===== config.mk =====
export PLATFORM = sky130hd
export DESIGN_NAME = utf8_to_utf16_transcoder_top
export DESIGN_NICKNAME = d
export VERILOG_FILES = /design/src/design/u8u16_pkg.sv /design/src/design/utf8_to_utf16_transcoder_top.sv
export SDC_FILE = /design/constraint.sdc
export NUM_CORES = 1
export LEC_CHECK = 0
export ABC_CLOCK_PERIOD_IN_PS = 2650
export BUFFER_PORTS_ARGS = -buffer_cell sky130_fd_sc_hd__buf_2
export CAP_MARGIN = 30
export CORE_MARGIN = 2
export CORE_UTILIZATION = 52
export CTS_CLUSTER_SIZE = 25
export DETAILED_ROUTE_END_ITERATION = 16
export PLACE_DENSITY = 0.81
export SETUP_SLACK_MARGIN = 0.4
export SYNTH_ARGS = -nofsm -noshare
export SYNTH_HDL_FRONTEND = slang
export SYNTH_SLANG_ARGS = --single-unit

===== constraint.sdc =====
create_clock -name clk -period 2.65 [get_ports clk]
set_input_delay 0.1325 -clock clk [delete_from_list [all_inputs] [get_ports clk]]
set_output_delay 0.1325 -clock clk [all_outputs]
set_load 0.1 [all_outputs]

===== src/design/u8u16_pkg.sv =====
`timescale 1ns / 1ps
// ----------------------------------------------------------------------------
// u8u16_pkg
// Shared constants and types for the UTF-8 to UTF-16 transcoder.
// ----------------------------------------------------------------------------
package u8u16_pkg;

  typedef logic [15:0] unit_t;      // one UTF-16 code unit
  typedef logic [20:0] cpoint_t;    // decoded code point
  typedef logic [2:0]  ucount_t;    // units per byte, 0..4

  localparam unit_t   UNIT_INVALID = 16'h003F;  // '?'
  localparam unit_t   SURR_HIGH    = 16'hD800;
  localparam unit_t   SURR_LOW     = 16'hDC00;
  localparam cpoint_t CP_LIMIT     = 21'h110000;
  localparam cpoint_t BMP_LIMIT    = 21'h010000;

  localparam logic [7:0] BYTE_ASCII_END = 8'h80;
  localparam logic [7:0] BYTE_LEAD_MIN  = 8'hC0;
  localparam logic [7:0] BYTE_LEAD3_MIN = 8'hE0;
  localparam logic [7:0] BYTE_LEAD4_MIN = 8'hF0;
  localparam logic [7:0] BYTE_BAD_MIN   = 8'hF8;

  localparam logic [1:0] CONT_TAG = 2'b10;

endpackage


===== src/design/utf8_to_utf16_transcoder_top.sv =====
`timescale 1ns / 1ps
// ----------------------------------------------------------------------------
// utf8_to_utf16_transcoder_top
// Decodes a UTF-8 byte stream into UTF-16 code units, with '?' for bad input.
// ----------------------------------------------------------------------------
// The first unit of a byte appears in the cycle after its transaction.
// Throughput: one byte per cycle while out_ready is high and each byte
//   yields at most one unit; a byte yielding more (up to 4) units holds the
//   buffer, and the next byte is taken in the cycle its last unit leaves.
// Reset: synchronous active-low rst_n clears sequence state and output valid.
module utf8_to_utf16_transcoder_top (
  input  logic        clk,
  input  logic        rst_n,
  input  logic        in_valid,
  output logic        in_ready,
  input  logic [7:0]  in_data_byte,
  input  logic        in_end_of_text,
  output logic        out_valid,
  input  logic        out_ready,
  output logic [15:0] out_code_unit,
  output logic        out_run_last,
  output logic        out_text_end
);

  // decoder state
  logic [1:0]          exp_r, exp_nxt;
  logic [1:0]          seen_r, seen_nxt;
  u8u16_pkg::cpoint_t  pv_r, pv_nxt;

  // output buffer: inv_r leading '?' units, then up to two tail units
  logic                valid_r, valid_nxt;
  logic [1:0]          idx_r, idx_nxt;
  u8u16_pkg::ucount_t  n_r, n_nxt;
  u8u16_pkg::ucount_t  inv_r, inv_nxt;
  u8u16_pkg::unit_t    t0_r, t0_nxt;
  u8u16_pkg::unit_t    t1_r, t1_nxt;
  logic                eot_r, eot_nxt;

  // per-byte decode results
  u8u16_pkg::ucount_t  inv_cnt;
  logic [1:0]          tail_cnt;
  u8u16_pkg::unit_t    tail0, tail1;
  u8u16_pkg::ucount_t  unit_cnt;
  logic [1:0]          dexp, dseen;
  u8u16_pkg::cpoint_t  dpv;

  logic                is_cont, fresh;
  logic [1:0]          seen_inc;
  u8u16_pkg::cpoint_t  pv_cat;
  logic [19:0]         supp;

  logic                in_fire, out_fire, last_beat;
  logic [2:0]          idx_ext, sel;

  assign is_cont  = (in_data_byte[7:6] == u8u16_pkg::CONT_TAG);
  assign seen_inc = seen_r + 2'd1;
  assign pv_cat   = {pv_r[14:0], in_data_byte[5:0]};
  assign supp     = pv_cat[19:0] - u8u16_pkg::BMP_LIMIT[19:0];

  always_comb begin
    inv_cnt  = '0;
    tail_cnt = '0;
    tail0    = '0;
    tail1    = '0;
    dexp     = exp_r;
    dseen    = seen_r;
    dpv      = pv_r;
    fresh    = 1'b1;

    if (exp_r != 2'd0) begin
      if (is_cont) begin
        fresh = 1'b0;
        dpv   = pv_cat;
        dseen = seen_inc;
        if (seen_inc == exp_r) begin
          if (exp_r == 2'd3 && pv_cat >= u8u16_pkg::CP_LIMIT) begin
            inv_cnt = 3'd4;
          end else if (pv_cat < u8u16_pkg::BMP_LIMIT) begin
            tail_cnt = 2'd1;
            tail0    = pv_cat[15:0];
          end else begin
            // surrogate pair
            tail_cnt = 2'd2;
            tail0    = u8u16_pkg::SURR_HIGH | {6'd0, supp[19:10]};
            tail1    = u8u16_pkg::SURR_LOW  | {6'd0, supp[9:0]};
          end
          dexp  = '0;
          dseen = '0;
          dpv   = '0;
        end else if (in_end_of_text) begin
          inv_cnt = 3'd1 + {1'b0, seen_inc};
          dexp    = '0;
          dseen   = '0;
          dpv     = '0;
        end
      end else begin
        // sequence broken: flush lead and buffered bytes
        inv_cnt = 3'd1 + {1'b0, seen_r};
        dexp    = '0;
        dseen   = '0;
        dpv     = '0;
      end
    end

    if (fresh) begin
      if (in_data_byte < u8u16_pkg::BYTE_ASCII_END) begin
        tail_cnt = 2'd1;
        tail0    = {8'd0, in_data_byte};
      end else if (in_data_byte < u8u16_pkg::BYTE_LEAD_MIN ||
                   in_data_byte >= u8u16_pkg::BYTE_BAD_MIN) begin
        tail_cnt = 2'd1;
        tail0    = u8u16_pkg::UNIT_INVALID;
      end else begin
        dseen = '0;
        if (in_data_byte < u8u16_pkg::BYTE_LEAD3_MIN) begin
          dexp = 2'd1;
          dpv  = {16'd0, in_data_byte[4:0]};
        end else if (in_data_byte < u8u16_pkg::BYTE_LEAD4_MIN) begin
          dexp = 2'd2;
          dpv  = {17'd0, in_data_byte[3:0]};
        end else begin
          dexp = 2'd3;
          dpv  = {18'd0, in_data_byte[2:0]};
        end
        if (in_end_of_text) begin
          tail_cnt = 2'd1;
          tail0    = u8u16_pkg::UNIT_INVALID;
        end
      end
    end

    if (in_end_of_text) begin
      dexp  = '0;
      dseen = '0;
      dpv   = '0;
    end

    unit_cnt = inv_cnt + {1'b0, tail_cnt};
  end

  // output side
  assign idx_ext   = {1'b0, idx_r};
  assign last_beat = (idx_ext + 3'd1 == n_r);
  assign out_fire  = valid_r & out_ready;
  assign in_ready  = ~valid_r | (out_ready & last_beat);
  assign in_fire   = in_valid & in_ready;
  assign sel       = idx_ext - inv_r;

  assign out_valid     = valid_r;
  assign out_run_last  = last_beat;
  assign out_text_end  = last_beat & eot_r;
  assign out_code_unit = (idx_ext < inv_r) ? u8u16_pkg::UNIT_INVALID :
                         (sel[0] ? t1_r : t0_r);

  always_comb begin
    exp_nxt   = exp_r;
    seen_nxt  = seen_r;
    pv_nxt    = pv_r;
    valid_nxt = valid_r;
    idx_nxt   = idx_r;
    n_nxt     = n_r;
    inv_nxt   = inv_r;
    t0_nxt    = t0_r;
    t1_nxt    = t1_r;
    eot_nxt   = eot_r;
    if (in_fire) begin
      // buffer is free here: either empty or its last unit leaves now
      exp_nxt   = dexp;
      seen_nxt  = dseen;
      pv_nxt    = dpv;
      valid_nxt = (unit_cnt != 3'd0);
      idx_nxt   = '0;
      n_nxt     = unit_cnt;
      inv_nxt   = inv_cnt;
      t0_nxt    = tail0;
      t1_nxt    = tail1;
      eot_nxt   = in_end_of_text;
    end else if (out_fire) begin
      if (last_beat) begin
        valid_nxt = 1'b0;
      end else begin
        idx_nxt = idx_r + 2'd1;
      end
    end
  end

  always_ff @(posedge clk) begin
    if (!rst_n) begin
      exp_r   <= '0;
      seen_r  <= '0;
      pv_r    <= '0;
      valid_r <= 1'b0;
      idx_r   <= '0;
      n_r     <= '0;
    end else begin
      exp_r   <= exp_nxt;
      seen_r  <= seen_nxt;
      pv_r    <= pv_nxt;
      valid_r <= valid_nxt;
      idx_r   <= idx_nxt;
      n_r     <= n_nxt;
    end
  end

  always_ff @(posedge clk) begin
    inv_r <= inv_nxt;
    t0_r  <= t0_nxt;
    t1_r  <= t1_nxt;
    eot_r <= eot_nxt;
  end

endmodule


Word-level counts from Yosys, hierarchy flattened

Index checks and enable logic that the tools add are counted.

Equality and inequality tests: 4
Bitwise operators: 11
$lt $le $gt $ge: 8
Multiplexer cells: 56
$add $sub $neg: 8
Reduce and logical (&&, ||, !) cells: 11

Operators by type and width:

| cell                                                                   | count |
|---|---|
| 16-bit two-way mux                                                     | 12 |
| 21-bit two-way mux                                                     | 7 |
| 2-bit two-way mux                                                      | 24 |
| 8-bit < comparator, second input constant                              | 4 |
| 21-bit greater-or-equal comparator, second input constant              | 1 |
| 21-bit by 17-bit < comparator with 1-bit output, second input constant | 1 |
| 20-bit by 17-bit subtractor with 20-bit output, second input constant  | 1 |
| 3-bit two-way mux                                                      | 5 |
| 8-bit greater-or-equal comparator, second input constant               | 1 |
| 1-bit by 2-bit adder with 3-bit output, first input constant           | 2 |
| 1-bit two-way mux                                                      | 6 |
| 1-bit NOT                                                              | 6 |
| 2-bit nonzero test                                                     | 3 |
| 5-bit two-way mux                                                      | 1 |
| 5-bit OR reduction                                                     | 1 |
| 2-bit by 1-bit adder with 2-bit output, second input constant          | 2 |
| 1-bit bitwise AND                                                      | 4 |
| 2-bit == test, second input constant                                   | 2 |
| 4-bit two-way mux                                                      | 1 |
| 2-bit AND reduction                                                    | 2 |
| 4-bit OR reduction                                                     | 1 |
| 2-bit by 1-bit adder with 3-bit output, second input constant          | 1 |
| 3-bit by 2-bit adder with 3-bit output                                 | 1 |
| 3-bit == test                                                          | 1 |
| 8 further kinds                                                        | 8 |

Input port bits: 13
Register bits: 67
Output and inout port bits: 20

Depth between registers and ports, before layout

Depth after elaboration: 13
Gate-level depth with buffers: 12
Gate-level depth less buffers: 12

Least setup slack after synthesis

No wires, ideal clock.

Path kind: flip-flop to output port
Start: register idx_r[0]
End: output out_text_end
Path buffers: 0
Arrival time: 3.940 ns
Stages on the path, launching flop included: 5
Slack: -1.423 ns
Cells stage by stage: dfxtp_1 ha_1 xor2_1 nor3_1 and2_1

Word-level cells in the longest chain between the ends: 3

RTL lines:

| what                                   | line                                | text |
|---|---|---|
| start: declaration                     | utf8_to_utf16_transcoder_top.sv:32  | `logic [1:0] idx_r, idx_nxt;` |
| start signal: assignment               | utf8_to_utf16_transcoder_top.sv:200 | `idx_r <= idx_nxt;` |
| 2-bit by 1-bit adder with 3-bit output | utf8_to_utf16_transcoder_top.sv:143 | `assign last_beat = (idx_ext + 3'd1 == n_r);` |
| 3-bit == test                          | utf8_to_utf16_transcoder_top.sv:143 |  |
| net out_run_last                       | utf8_to_utf16_transcoder_top.sv:21  | `output logic out_run_last,` |
| 1-bit bitwise AND                      | utf8_to_utf16_transcoder_top.sv:151 | `assign out_text_end = last_beat & eot_r;` |
| end: declaration                       | utf8_to_utf16_transcoder_top.sv:22  | `output logic out_text_end` |

The timed path passes the listed nets, and every way through them passes these cells.

Final worst setup path

Start: register seen_r[0]
End: register valid_r (netlist: out_valid)

Elaborated cells on any way between the ends: 18

RTL lines:

| what                                       | line                                | text |
|---|---|---|
| start: declaration                         | utf8_to_utf16_transcoder_top.sv:27  | `logic [1:0] seen_r, seen_nxt;` |
| start signal: assignment                   | utf8_to_utf16_transcoder_top.sv:197 | `seen_r <= seen_nxt;` |
| 2-bit by 1-bit adder with 2-bit output     | utf8_to_utf16_transcoder_top.sv:56  | `assign seen_inc = seen_r + 2'd1;` |
| 1-bit by 2-bit adder with 3-bit output     | utf8_to_utf16_transcoder_top.sv:91  | `inv_cnt = 3'd1 + {1'b0, seen_inc};` |
| 3-bit two-way mux                          | utf8_to_utf16_transcoder_top.sv:90  | `end else if (in_end_of_text) begin` |
| 3-bit two-way mux                          | utf8_to_utf16_transcoder_top.sv:75  | `if (seen_inc == exp_r) begin` |
| 3-bit two-way mux (*)                      | utf8_to_utf16_transcoder_top.sv:71  | `if (is_cont) begin` |
| 3-bit two-way mux (*)                      | utf8_to_utf16_transcoder_top.sv:70  | `if (exp_r != 2'd0) begin` |
| net inv_cnt[0]                             | utf8_to_utf16_transcoder_top.sv:40  | `u8u16_pkg::ucount_t inv_cnt;` |
| 3-bit by 2-bit adder with 3-bit output (*) | utf8_to_utf16_transcoder_top.sv:138 | `unit_cnt = inv_cnt + {1'b0, tail_cnt};` |
| 3-bit nonzero test (*)                     | utf8_to_utf16_transcoder_top.sv:171 | `valid_nxt = (unit_cnt != 3'd0);` |
| 1-bit two-way mux (*)                      | utf8_to_utf16_transcoder_top.sv:166 | `if (in_fire) begin` |
| end signal: assignment                     | utf8_to_utf16_transcoder_top.sv:199 | `valid_r <= valid_nxt;` |
| end: declaration                           | utf8_to_utf16_transcoder_top.sv:31  | `logic valid_r, valid_nxt;` |

The timed path passes the listed nets; every way through them passes the cells marked *.
A chain may end at the register's enable or synchronous reset.

==> impl_metrics.ini <==
[worst_setup_path]
path_class = reg -> reg
r2r-end = out_valid
timing.rr.start = seen_r[0]
cp.required_ns = 2.83
arrival_ns = 2.74
worstPathMaxFanout = 4
startpoint_type = flip-flop
ff2ff_path_depth = 11
crit_path_end_kind = flip-flop
reg2reg_slack_ns = 0.1

[min_path]
hold_path_class = in -> reg
min_from = in_data_byte[0]
hold_path_depth = 2
hold_end = pv_r[0]

[place]
dpl_cell_area_um2 = 3370
place.gp.congestion = 0.889
portBuffers = 32
dp_hpwl_um = 4970

[run_status]
status = completed

[timing]
slew_headroom_pct = 52.0
worst_slew_pin_slew_ns = 0.719
post-route-period-util_pct = 96.4
fmax_mhz = 392
report.final.slew_viol_count = 0
finalHoldViolCount = 0
skew_ns = 0.00914
setup_viol = 0
min_period_ns = 2.55
tns_ns = 0
rsz0062_at_grt = true

[global_routing]
grt_usage_pct = 23.7
grt_pass1_wl_um = 11400
grt_antenna_before_repair = 0
grt_overflow = 0
grt_max_degree = 29
grt_pass1_vias = 2280

[route]
wl_per_cell_um = 17.5
via_per_inst = 6.05
ant_nets = 0
vias = 2473
drc_errors = 0
wl_um = 7150
first_pass_iters = 5
drt_iter0_drc = 178

[logic_synthesis]
synthDominantCellAreaShare_pct = 32.0
synth-seq-cells = 56
synth_nets = 313
synth_ff_type = edfxtp_1
yosysUniqueCellTypes = 48
syn_avg_cell_area_um2 = 9.99
synth.largest_area_cell = edfxtp_1
synthTopCellsByArea = edfxtp_1 (32%), dfxtp_1 (17%), nor2_1 (4.4%), mux2i_1 (4.1%), ha_1 (3.4%)
yosysSeqAreaShare_pct = 49.2
ys_warn_count = 0
syn_inst = 291
synth_edf_count = 31
synth_async_sr_flop_share_pct = 0
netlist_area_um2 = 2910

[finish]
nFillCells = 428
area_delta_synth_final_pct = 24.5
drive_above_1_share_pct = 32.0
final_common_cell = edfxtp_1
nets = 358
antennaDiodeCount = 0
postLayoutCoreUtil_pct = 66.6
multi_input_area_um2 = 1600
final_area_um2 = 3620
regArea_um2 = 1440
layout_common_cells = edfxtp_1 (31), nor2_1 (30), buf_2 (26)

[clock_network]
clk_path_buf_depth = 2
numClockSinks = 56
root_buffer = clkbuf_8
cts_hold_buf = 0
cts_tree = yes
cts_buffers = 5
clkTransAtPathRegs_ns = 0.10
h-tree-depth = 2
clk_latency_ns = 0.32

[die]
initial_core_util_pct = 53.4
rows = 27
coreArea_um2 = 5440
dieArea_um2 = 6200
die_w_um = 78.8
fp.dieH_um = 78.8
pin_count = 33

[run]
max_cap_violations = 0

[power]
p_per_area_nw_per_um2 = 513
total_power_uw = 1860
p_leak_uw = 0.00140
peakVddDrop_mv = 0.275
[final cells by class]
type / count / area share (%)
clock inverters: 3 / 0.588
inverters: 15 / 2.11
repair buffers: 50 / 8.92
well taps: 72 / 2.49
multi-input cells: 208 / 44.2
flip-flops and latches: 56 / 39.8
clock buffers: 5 / 1.90
[state kept, by name, summed over array words and instances, names as in the netlist]
| name | cells |
|---|---|
| eot_r | 1 |
| exp_r | 2 |
| idx_r | 2 |
| inv_r | 3 |
| n_r | 3 |
| out_valid | 1 |
| pv_r | 15 |
| seen_r | 2 |
| t0_r | 16 |
| t1_r | 11 |
[per-layer routing]
layer	vias to the layer above	track usage [%]	share of wire [%]
li1	1164	-	-
met1	1191	31.4	42
met2	95	39.9	51
met3	23	3.98	5.3
met4	0	7.54	2.4
met5	-	0	0
[cells in the mapped netlist, types with 5 or more instances]
master and n:
a21oi_1 18, a221o_1 6, a22oi_1 11, a32o_1 5, and2_1 11, and3_1 6, clkbuf_1 9, dfxtp_1 25
edfxtp_1 31, ha_1 8, inv_1 14, mux2i_1 12, nand2_1 26, nand3_1 5, nor2_1 34, nor3_1 6
xnor2_1 5
[report_power, final]
group | total (uW) | switching [uW] | internal, uW
Clock | 476 | 288 | 188
Combinational | 413 | 301 | 112
Sequential | 969 | 15.8 | 953
[critical path, stage by stage (launching register included)]
cell,delay [ns]
dfxtp_2,0.36
inv_4,0.05
ha_4,0.29
xnor2_4,0.13
or2_4,0.16
nand4_1,0.10
a21oi_2,0.21
ha_2,0.19
inv_2,0.03
fa_2,0.54
nor4b_4,0.22
a211oi_1,0.13
[logic make-up after synthesis]
| family | after synthesis | share of synthesized area, % |
|---|---|---|
| simple gates | 113 | 19.3 |
| compound gates | 67 | 17.5 |
| flops | 56 | 49.2 |
| buf+inv | 27 | 3.57 |
| mux | 12 | 4.13 |
| fa+ha+maj | 9 | 4.13 |
| xor+xnor | 7 | 2.11 |
[what timing repair did]
action	4_1_cts	5_1_grt
gates cloned	0	0
resized for setup	18	7
setup buffers	3	4
setup endpoints to repair	17	11
pin swaps	7	5
[through the flow]
step | hold WS [ns] | worst slack [ns] | cells
floorplan | 0.231 | 0.103 | 291
global placement | 0.417 | 0.194 | 394
detailed placement | 0.421 | 0.0698 | 394
CTS | 0.0866 | 0.231 | 405
global route | 0.0998 | 0.0756 | 409
finish | 0.0941 | 0.0967 | 409
[worst max path at each step]
stage,from,end,cells after the start
global route,seen_r[0],out_valid,12
floorplan,idx_r[0],n_r[2],8
CTS,seen_r[0],out_valid,12
finish,seen_r[0],out_valid,11
global placement,seen_r[0],out_valid,11
detailed placement,seen_r[0],out_valid,11
No activity file was read; power rests on OpenSTA's default activity.
